==> src/rtl/mbac_pkg.sv <==
package mbac_pkg;

  // number of shares built for each bit, 2 or 3
  localparam int unsigned SHARE_COUNT = 3;

  localparam int unsigned WORD_W     = 16;
  localparam int unsigned SHARES_MAX = 3;
  localparam int unsigned KB_W       = 5;
  localparam int unsigned BOOL_W     = 3;
  localparam int unsigned RAND_W     = 48;
  localparam int unsigned IN_DATA_W  = 104;
  localparam int unsigned OUT_DATA_W = 48;

  localparam logic [KB_W-1:0] KB_RESET = KB_W'(13);

  typedef logic [WORD_W-1:0] word_t;
  typedef word_t [SHARES_MAX-1:0] share_vec_t;

  typedef struct packed {
    logic take;
    logic last;
  } acc_ctl_t;

  // low-bit mask for a modulus width, widths above sixteen saturate
  function automatic word_t kb_mask(logic [KB_W-1:0] kb);
    word_t m;
    if (kb >= KB_W'(WORD_W)) begin
      m = '1;
    end else begin
      m = (word_t'(1) << kb[3:0]) - word_t'(1);
    end
    return m;
  endfunction

endpackage

==> src/rtl/mbac_convert.sv <==
module mbac_convert (
  input  logic [mbac_pkg::BOOL_W-1:0] bool_bits_i,
  input  logic [mbac_pkg::RAND_W-1:0] rand_convert_i,
  input  logic [mbac_pkg::RAND_W-1:0] rand_refresh_i,
  input  mbac_pkg::word_t             mask_i,
  output mbac_pkg::share_vec_t        shares_o
);
  import mbac_pkg::*;

  word_t w0, w1, w2, r0, r1, r2;
  word_t x0, x1, x2;
  word_t b0, b1, b2;
  word_t t0, t1;
  word_t s0, s1, s2;

  // conditional negation: b - 2*b*x for a single bit x
  function automatic word_t cneg(word_t b, logic x);
    return x ? (word_t'(0) - b) : b;
  endfunction

  always_comb begin
    w0 = rand_convert_i[15:0]  & mask_i;
    w1 = rand_convert_i[31:16] & mask_i;
    w2 = rand_convert_i[47:32] & mask_i;
    r0 = rand_refresh_i[15:0]  & mask_i;
    r1 = rand_refresh_i[31:16] & mask_i;
    r2 = rand_refresh_i[47:32] & mask_i;
    x0 = word_t'(bool_bits_i[0]);
    x1 = word_t'(bool_bits_i[1]);
    x2 = word_t'(bool_bits_i[2]);

    // fold in share one
    t0 = (cneg((x0 - w0) & mask_i, bool_bits_i[1]) + x1) & mask_i;
    t1 = cneg(w0, bool_bits_i[1]) & mask_i;

    if (SHARE_COUNT > 2) begin
      // spread over a third share, then fold in share two
      b0 = (t0 - w1) & mask_i;
      b1 = (t1 - w2) & mask_i;
      b2 = (w1 + w2) & mask_i;
      s0 = (cneg(b0, bool_bits_i[2]) + x2) & mask_i;
      s1 = cneg(b1, bool_bits_i[2]) & mask_i;
      s2 = cneg(b2, bool_bits_i[2]) & mask_i;
      // pairwise refresh (0,1) (0,2) (1,2)
      shares_o[0] = (s0 + r0 + r1) & mask_i;
      shares_o[1] = (s1 - r0 + r2) & mask_i;
      shares_o[2] = (s2 - r1 - r2) & mask_i;
    end else begin
      b0 = '0;
      b1 = '0;
      b2 = '0;
      s0 = t0;
      s1 = t1;
      s2 = '0;
      shares_o[0] = (s0 + r0) & mask_i;
      shares_o[1] = (s1 - r0) & mask_i;
      shares_o[2] = s2;
    end
  end

endmodule

==> src/rtl/mbac_accum.sv <==
module mbac_accum (
  input  logic                 clk_i,
  input  logic                 rst_ni,
  input  mbac_pkg::acc_ctl_t   ctl_i,
  input  mbac_pkg::share_vec_t shares_i,
  input  mbac_pkg::word_t      mask_i,
  input  logic                 out_ready_i,
  output logic                 out_valid_o,
  output logic                 out_free_o,
  output mbac_pkg::share_vec_t out_shares_o
);
  import mbac_pkg::*;

  share_vec_t acc_q, acc_d;
  share_vec_t out_q;
  logic       first_q, first_d;
  logic       out_valid_q, out_valid_d;

  always_comb begin
    for (int i = 0; i < SHARES_MAX; i++) begin
      acc_d[i] = ((first_q ? word_t'(0) : (acc_q[i] << 1)) + shares_i[i]) & mask_i;
    end
  end

  always_comb begin
    first_d     = first_q;
    out_valid_d = out_valid_q;
    if (out_ready_i) begin
      out_valid_d = 1'b0;
    end
    if (ctl_i.take) begin
      first_d = ctl_i.last;
      if (ctl_i.last) begin
        out_valid_d = 1'b1;
      end
    end
  end

  always_ff @(posedge clk_i or negedge rst_ni) begin
    if (!rst_ni) begin
      first_q     <= 1'b1;
      out_valid_q <= 1'b0;
    end else begin
      first_q     <= first_d;
      out_valid_q <= out_valid_d;
    end
  end

  always_ff @(posedge clk_i) begin
    if (ctl_i.take) begin
      acc_q <= acc_d;
      if (ctl_i.last) begin
        out_q <= acc_d;
      end
    end
  end

  assign out_valid_o  = out_valid_q;
  assign out_free_o   = !out_valid_q || out_ready_i;
  assign out_shares_o = out_q;

endmodule

==> src/rtl/masked_bool_to_arith_conversion_top.sv <==
// Masked Boolean-to-arithmetic converter. A value arrives as one bit of each Boolean
// share per transaction, most significant bit first, with fresh randoms; tlast marks
// the least significant bit. Each bit is turned into arithmetic shares modulo
// 2^modulus_bits and accumulated as acc = 2*acc + share; on tlast the three shares are
// delivered in one output transaction. Throughput is one bit per clock: a bit is
// registered at the input, then converted and accumulated as it moves on, so a result
// reaches the output register at the edge that moves its last bit out of the input
// register. The input stalls only when a last bit sits in the input register while
// the previous result still waits downstream. The user must write the modulus register
// through the cfg channel only while the block is idle; the block does not enforce it.
module masked_bool_to_arith_conversion_top (
  input  logic                                clk_i,
  input  logic                                rst_ni,
  input  logic                                cfg_valid_i,
  output logic                                cfg_ready_o,
  input  logic [mbac_pkg::KB_W-1:0]           cfg_data_i,
  input  logic                                s_axis_tvalid,
  output logic                                s_axis_tready,
  // bool_bits [2:0], rand_convert [50:3], rand_refresh [98:51], zero [103:99]
  input  logic [mbac_pkg::IN_DATA_W-1:0]      s_axis_tdata,
  input  logic                                s_axis_tlast,
  output logic                                m_axis_tvalid,
  input  logic                                m_axis_tready,
  // share_zero [15:0], share_one [31:16], share_two [47:32]
  output logic [mbac_pkg::OUT_DATA_W-1:0]     m_axis_tdata
);
  import mbac_pkg::*;

  word_t                mask_q;
  logic                 in_valid_q;
  logic [BOOL_W-1:0]    bool_q;
  logic [RAND_W-1:0]    rc_q;
  logic [RAND_W-1:0]    rr_q;
  logic                 last_q;
  logic                 take;
  logic                 out_free;
  acc_ctl_t             ctl;
  share_vec_t           shares;
  share_vec_t           out_shares;

  assign cfg_ready_o = 1'b1;

  always_ff @(posedge clk_i or negedge rst_ni) begin
    if (!rst_ni) begin
      mask_q <= kb_mask(KB_RESET);
    end else if (cfg_valid_i) begin
      mask_q <= kb_mask(cfg_data_i);
    end
  end

  // a non-last bit never needs the output register
  assign take          = in_valid_q && (!last_q || out_free);
  assign s_axis_tready = !in_valid_q || take;

  always_ff @(posedge clk_i or negedge rst_ni) begin
    if (!rst_ni) begin
      in_valid_q <= 1'b0;
    end else if (s_axis_tready) begin
      in_valid_q <= s_axis_tvalid;
    end
  end

  always_ff @(posedge clk_i) begin
    if (s_axis_tready && s_axis_tvalid) begin
      bool_q <= s_axis_tdata[2:0];
      rc_q   <= s_axis_tdata[50:3];
      rr_q   <= s_axis_tdata[98:51];
      last_q <= s_axis_tlast;
    end
  end

  mbac_convert u_convert (
    .bool_bits_i    (bool_q),
    .rand_convert_i (rc_q),
    .rand_refresh_i (rr_q),
    .mask_i         (mask_q),
    .shares_o       (shares)
  );

  assign ctl.take = take;
  assign ctl.last = last_q;

  mbac_accum u_accum (
    .clk_i        (clk_i),
    .rst_ni       (rst_ni),
    .ctl_i        (ctl),
    .shares_i     (shares),
    .mask_i       (mask_q),
    .out_ready_i  (m_axis_tready),
    .out_valid_o  (m_axis_tvalid),
    .out_free_o   (out_free),
    .out_shares_o (out_shares)
  );

  assign m_axis_tdata = {out_shares[2], out_shares[1], out_shares[0]};

endmodule

==> config.mk <==
export PLATFORM = sky130hd
export DESIGN_NAME = masked_bool_to_arith_conversion_top
export DESIGN_NICKNAME = d
export VERILOG_FILES = /design/src/rtl/mbac_pkg.sv /design/src/rtl/mbac_convert.sv /design/src/rtl/mbac_accum.sv /design/src/rtl/masked_bool_to_arith_conversion_top.sv
export SDC_FILE = /design/constraint.sdc
export NUM_CORES = 1
export LEC_CHECK = 0
export BUFFER_PORTS_ARGS = -buffer_cell sky130_fd_sc_hd__buf_4
export CAP_MARGIN = 15
export CORE_UTILIZATION = 40
export CTS_CLUSTER_SIZE = 12
export DETAILED_ROUTE_END_ITERATION = 12
export GPL_ROUTABILITY_DRIVEN = 0
export GPL_TIMING_DRIVEN = 0
export SYNTH_ARGS = -nofsm -noshare
export SYNTH_HDL_FRONTEND = slang
export SYNTH_SLANG_ARGS = --single-unit
==> constraint.sdc <==
create_clock -name clk_i -period 18.45 [get_ports clk_i]
set_input_delay 2.7675 -clock clk_i [delete_from_list [all_inputs] [get_ports clk_i]]
set_output_delay 2.7675 -clock clk_i [all_outputs]
set_load 0.03 [all_outputs]
Word-level counts from Yosys, hierarchy flattened
Cells that the tools add are included.

word-level totals
  bits in registers = 212
  output and inout bits = 51

cells by class
  multiplexer cells = 12
  magnitude comparators = 1
  add/subtract/negate cells = 21
  reductions and logical operators = 9
  shift-type cells = 1
  bitwise operators = 21

operator list
  operator               count
  $and 16x16->16         21
  $mux 16                9
  $add 16x16->16         7
  $sub 1x16->16 const A  5
  $sub 16x16->16         5
  $add 16x1->16          2
  $shl 1x4->16 const A   1
  $sub 1x16->16          1
  $sub 16x1->16 const B  1
  $ge 5x5->1 const B     1
  $logic_not 1->1        3
  $logic_or 1x1->1       3
  $mux 1                 3
  $logic_and 1x1->1      2
  $reduce_and 2->1       1

Longest topological paths before layout
Gate-level depths: netlist of the first run.

  word-level depth = 18
  mapped depth = 44
  gate-level depth less buffers = 43

Modules after synthesis
Synthesis of the first run repeated with hierarchy kept, for this count alone.

unflattened totals
  cells, all modules = 1932
  area, all modules = 18153.7 um^2

by module, submodules not included
  module                               sequential area each (um^2)  cells each  area an instance (um^2)  instances
  mbac_convert                         0.0                          1265        8779.7                   1
  mbac_accum                           2844.0                       474         5497.8                   1
  masked_bool_to_arith_conversion_top  3444.6                       193         3876.2                   1

Worst setup path after synthesis of the first run
Ideal clock, no wire load.

  path type = register -> register
  from = register mask_q[0]
  to = register u_accum.out_q, in the netlist u_accum.out_shares_o[15], data pin
  library setup time = 0.255 ns
  period minus slack after synthesis = 8.909 ns
  data required time = 18.195 ns
  stages on the path, launching flop included = 39
  path slack = 9.541 ns
  arrival time = 8.655 ns
  buffers on the path = 0
  cells stage by stage = dfstp_2 -> nand2_1 -> inv_1 -> ha_1 -> inv_1 -> ha_1 -> a21boi_1 -> nand2_1 -> mux2_2 -> o41ai_1 -> xor2_1 -> or3_1 -> or3_1 -> and3_1 -> ha_1 -> a21o_1 -> a21o_1 -> or3_1 -> [... 3 more ...] -> xor2_1 -> nor3_1 -> nand3b_1 -> fa_1 -> inv_1 -> ha_1 -> o41ai_1 -> o21ai_0 -> xor2_1 -> and2_1 -> ha_1 -> nand2_1 -> o41ai_1 -> xor2_1 -> xnor2_1 -> xnor3_1 -> xnor2_1 -> and2_1

RTL lines
  what                      RTL line                                   source
  start: declaration        masked_bool_to_arith_conversion_top.sv:29  word_t mask_q;
  start signal: assignment  masked_bool_to_arith_conversion_top.sv:45  mask_q <= kb_mask(KB_RESET);
  start signal: assignment  masked_bool_to_arith_conversion_top.sv:47  mask_q <= kb_mask(cfg_data_i);
  end signal: assignment    mbac_accum.sv:53                           out_q <= acc_d;
  end: declaration          mbac_accum.sv:15                           share_vec_t out_q;

==> impl_metrics.ini, run 1 <==
[clock_network]
cts_setup_buffers = 0
cts-htree-levels = 1
cts_made_buffers = 24
clk_pin_slew_ns = 0.06
cts.sinks = 212
cts-resized-gates = 0
cts_root_buffer = clkbuf_16
hold_buffers = 0
clk_latency_ns = 0.54
clockBufferDepth = 3
tritoncts = built

[setup_path]
start_kind = flip-flop
r2r_start = mask_q[1]$_DFFE_PN1P_
rrSetupSlack_ns = 7.87
crit_required_ns = 18.73
worst_path_max_delay_cell = o41ai_1
end_kind = flip-flop
slowest_delay_ns = 0.62
reg2reg_depth = 38
path_max_fanout = 10
reg2reg_to = u_accum.out_shares_o[15]$_DFFE_PP_
cp.arrival_ns = 10.87
crit_path_end = u_accum.out_shares_o[15]$_DFFE_PP_
crit_type = reg -> reg
startpoint = mask_q[1]$_DFFE_PN1P_

[sta]
clock_skew_ns = 0.0176
finalSetupViolCount = 0
min_period_ns = 10.58
finalCritPeriodShare = 0.574
drv_slew = 0
max_freq_mhz = 94.5
hold_viol = 0
rsz0062_at_grt = false
slew_headroom = 0.380
worstMarginPinSlew_ns = 0.907
setup_tns_ns = 0

[logic_synthesis]
ys_seq_elements = 212
synth_top_area_cell = edfxtp_1
yosysUniqueCellTypes = 76
postSynthCellCount = 1868
synth-async-reset-ratio = 0.0896
synthMostInstantiatedCell = nand2_1
synth_edf_count = 193
ys_top_cells_by_area = edfxtp_1 (33%), ha_1 (10%), xnor2_1 (6.9%), fa_1 (5.9%), nand2_1 (4.7%)
yosys_warnings = 0
syn-num-nets = 2179
yosys.area.top_type_share = 0.329
syn_avg_cell_area_sq_um = 9.44
ys.flop_type = edfxtp_1
synth_area_sq_um = 17600
ys_top_cells_by_count = nand2_1 (223), edfxtp_1 (193), inv_1 (148)
seq_area_frac_synth = 0.356

[final_layout]
areaGrowthSynthToFinish_pct = 15.5
post-route-util = 0.471
drive_gt1_frac = 0.115
fillCellCount = 4133
layout.nets = 2366
antenna_cells = 0

[place]
hpwl_mm = 39.6
port_buffers = 158

[grt]
grt_pass1_vias = 14100
grt_max_degree = 72
grt_antenna_before_repair = 1
track_usage = 0.212
grt_overflow = 0
grt_pass1_wl_mm = 73.6

[floorplan]
row_count = 76
dieHeight_um = 212
core_sq_um = 43300
top_level_ports = 166
start_util = 0.408
die_area_sq_um = 44900
fp.dieW_um = 212

[routing]
drt_iter0_markers = 730
first_pass_iters = 5
viasPerCell = 5.24
wirelength_mm = 47.7
wl_per_cell_um = 17.9
drc = 0
routed-via-count = 13900
ant_nets = 0

[flow_run]
drv_cap = 0

[power]
p_leak_uw = 0.00882
p_per_area_nw_per_um2 = 180
vdd.ir_drop.worst_uv = 80.9

[hold_path]
hold_class = reg -> reg

[outcome]
outcome = completed
==> placed cells by master (no fill, tap or decap), types with 26 or more instances in the layout <==
cell type and n:
or3_1 26, o21ai_0 78, and2_1 98, nand3_1 34, xnor2_1 139, nor2_1 106, xor2_1 49, nand2_1 223
nor2b_1 69, inv_1 147, fa_1 52, nor3_1 45, edfxtp_1 193, buf_4 159, clkbuf_1 60, a21oi_1 84
clkbuf_16 26, a21o_1 27, ha_1 144
==> state kept, by name (all words and copies together) (netlist names) <==
name,count
u_accum.out_shares_o,48
in_valid_q,1
rc_q,48
u_accum.first_q,1
last_q,1
u_accum.acc_q,45
rr_q,48
mask_q,16
u_accum.out_valid_o,1
bool_q,3
==> metal layers <==
layer  vias to the layer above  wire length, um  GRT usage
met3                        71             2140     0.0220
met2                       341            22900      0.373
met1                      6605            21500      0.274
met5                         -                0          0
li1                       6905                -          -
met4                         0             1150     0.0645
==> area by class of cell <==
class	instances	area, sq um	area share
multi-input cells	1451	10600	0.519
flip-flops and latches	212	6290	0.309
repair buffers	161	1250	0.0615
well taps	585	732	0.0359
clock buffers	39	729	0.0358
inverters	149	559	0.0274
plain buffers	56	225	0.0110
clock inverters	5	23.8	0.00117
==> cells by family (layout without fill, tap and decap cells) <==
family                   after synthesis  after routing  synth area share
buffers and inverters                205            410            0.0445
AND/OR/NAND/NOR                      704            704             0.204
multiplexers                          15             15           0.00894
other                                  1              1          0.000213
XOR/XNOR                             190            190            0.0959
flip-flops                           212            212             0.356
adder cells (fa/ha/maj)              196            196             0.161
AO/OA/AOI/OAI                        345            345             0.129
==> critical path, delay by kind of cell (launching register included) <==
family,cells,cell delay (ns)
AO/OA/AOI/OAI,8,2.66
XOR/XNOR,8,1.67
adder cells (fa/ha/maj),5,1.71
buffers and inverters,3,0.64
flip-flops,1,0.52
multiplexers,1,0.39
AND/OR/NAND/NOR,13,2.73
==> stage by stage <==
stage | instances | hold WS [ns] | instance area (sq um) | power (uW) | worst slack [ns]
6_report | 2658 | 0.543 | 20400 | 3670 | 7.87
5_1_grt | 2658 | 0.590 | 20400 | 3980 | 7.18
3_5_place_dp | 2614 | 0.535 | 19600 | 3200 | 8.08
2_1_floorplan | 1868 | 0.505 | 17600 | 2620 | 9.54
3_3_place_gp | 2611 | 0.522 | 19600 | 3140 | 8.16
4_1_cts | 2658 | 0.547 | 20400 | 3680 | 8.01
==> report_power, final <==
group	internal, uW	total (uW)	switching [uW]
logic	1050	2400	1350
registers	769	809	40.2
clock network	269	459	190
total	2090	3670	1580
==> worst min-delay path by stage <==
stage / start / to / slack, ns / cells past startpoint
after floorplan: last_q$_DFFE_PP_ / u_accum.out_valid_o$_DFF_PN0_ / 0.50 / 2
after global placement: u_accum.out_valid_o$_DFF_PN0_ / u_accum.out_valid_o$_DFF_PN0_ / 0.52 / 2
after detailed placement: u_accum.out_valid_o$_DFF_PN0_ / u_accum.out_valid_o$_DFF_PN0_ / 0.53 / 2
after CTS: u_accum.out_valid_o$_DFF_PN0_ / u_accum.out_valid_o$_DFF_PN0_ / 0.55 / 2
after global routing: u_accum.out_valid_o$_DFF_PN0_ / u_accum.out_valid_o$_DFF_PN0_ / 0.59 / 2
final: u_accum.out_valid_o$_DFF_PN0_ / u_accum.out_valid_o$_DFF_PN0_ / 0.54 / 2
(Power assumes the default switching activity.)
==> inputs of run 2 (changes only) <==
==> constraint.sdc (replaced) <==
create_clock -name clk_i -period 10.1 [get_ports clk_i]
set_input_delay 1.515 -clock clk_i [delete_from_list [all_inputs] [get_ports clk_i]]
set_output_delay 1.515 -clock clk_i [all_outputs]
set_load 0.03 [all_outputs]
==> impl_metrics.ini, run 2 (synthesis gave the netlist of run 1 again) <==
[outcome]
outcome = completed

[sta]
worstMarginPinSlew_ns = 0.891
max_freq_mhz = 103
min_period_ns = 9.67
slew_headroom = 0.391
finalCritPeriodShare = 0.957
fin_hold_ws_ns = 0.543
drv_slew = 0
hold_viol = 0
finalSetupViolCount = 0
clock_skew_ns = 0.0191
rsz0062_at_grt = true

[floorplan]
dieHeight_um = 212
die_area_sq_um = 44900
start_util = 0.408
row_count = 76
core_sq_um = 43300
fp.dieW_um = 212
top_level_ports = 166

[setup_path]
slowest_delay_ns = 0.56
path_max_fanout = 6
end_kind = flip-flop
crit_top_cell = ha_1
start_kind = flip-flop
crit_type = reg -> reg
cp_num_buf_inv = 3
crit_required_ns = 10.38
cp.arrival_ns = 9.95
worst_path_max_delay_cell = dfstp_2
cp_top_family = simple AND/OR/NAND/NOR gates

[clock_network]
cts_root_buffer = clkbuf_16
clk_pin_slew_ns = 0.06
clockBufferDepth = 3
hold_buffers = 0
clk_latency_ns = 0.54
cts-htree-levels = 1
cts_made_buffers = 24
cts.sinks = 212
tritoncts = built

[place]
port_buffers = 158
dp.cells = 2614
hpwl_mm = 39.6

[final_layout]
antenna_cells = 0
instances_no_fill = 2659
fillCellCount = 4119
drive_gt1_frac = 0.132
layout_common_cells = nand2_1 (221), edfxtp_1 (193), buf_4 (163)
layout.nets = 2367
layout.cells.most_common = nand2_1
areaGrowthSynthToFinish_pct = 16.8

[routing]
first_pass_iters = 5
viasPerCell = 5.24
ant_nets = 0
routed-via-count = 13900
wirelength_mm = 47.8
drt_iter0_markers = 763
wl_per_cell_um = 18.0
drc = 0

[grt]
met1_usage = 0.274
use_met2 = 0.373
grt_pass1_vias = 14100
grt_pass1_wl_mm = 73.6
track_usage = 0.213
grt_overflow = 0
grt_max_degree = 72
grt_use_met3 = 0.0220
grt_antenna_before_repair = 1
top_usage_layer = met2

[power]
p_per_area_nw_per_um2 = 328
vdd.ir_drop.worst_uv = 147
p_total_uw = 6750
p_leak_uw = 0.00889

[flow_run]
drv_cap = 0

[hold_path]
hold_class = reg -> reg
==> run 2: final cells by class <==
type / instances / area, sq um / area share
plain buffers: 53 / 218 / 0.0106
multi-input cells: 1451 / 10800 / 0.523
repair buffers: 165 / 1280 / 0.0623
flip-flops and latches: 212 / 6290 / 0.305
clock inverters: 5 / 23.8 / 0.00115
well taps: 585 / 732 / 0.0355
inverters: 149 / 559 / 0.0271
clock buffers: 39 / 729 / 0.0354
==> run 2: worst min-delay path, delay by kind of cell, from the launching register on <==
kind,cells,cell delay (ns)
DFF,1,0.37
and+or+nand+nor,2,0.14
==> run 2: stage by stage <==
step / setup WS [ns] / instance area, sq um / util / setup TNS [ns]
floorplan: 1.19 / 17600 / - / 0
global placement: -0.194 / 19600 / 0.452 / -0.194
detailed placement: -0.274 / 19600 / 0.454 / -0.274
CTS: 0.0308 / 20400 / 0.472 / 0
global route: -0.0829 / 20600 / 0.476 / -0.0829
finish: 0.432 / 20600 / 0.476 / 0
==> run 2: where the power goes <==
part           total [uW]  switching, uW  internal, uW
logic                4430           2490          1940
clock network         841            349           491
registers            1480           73.4          1400
total                6750           2910          3840
==> run 2: worst paths after layout <==
kind,start,endpoint,slack [ns],cells past startpoint
setup / recovery,mask_q[0]$_DFFE_PN1P_,u_accum.out_shares_o[15]$_DFFE_PP_,0.43,40
hold / removal,u_accum.out_valid_o$_DFF_PN0_,u_accum.out_valid_o$_DFF_PN0_,0.54,2
setup reg to reg,mask_q[0]$_DFFE_PN1P_,u_accum.out_shares_o[15]$_DFFE_PP_,0.43,40
hold reg to reg,u_accum.out_valid_o$_DFF_PN0_,u_accum.out_valid_o$_DFF_PN0_,0.54,2
max in group asynchronous,rst_ni,mask_q[4]$_DFFE_PN1P_,8.94,1
min in group asynchronous,rst_ni,in_valid_q$_DFFE_PN0N_,0.86,1
==> run 2: routing by layer <==
metal / vias up / wire, um / part of all wire
met1: 6598 / 21600 / 0.45
met3: 85 / 2060 / 0.043
li1: 6912 / - / -
met4: 0 / 1330 / 0.028
met2: 343 / 22900 / 0.48
met5: - / 0 / 0
==> run 2: timing repair <==
| item | CTS | global route |
|---|---|---|
| resized for setup | 5 | 42 |
| endpoints found under the setup margin | 1 | 1 |
| buffers inserted | 0 | 4 |
| pin swaps | 1 | 8 |
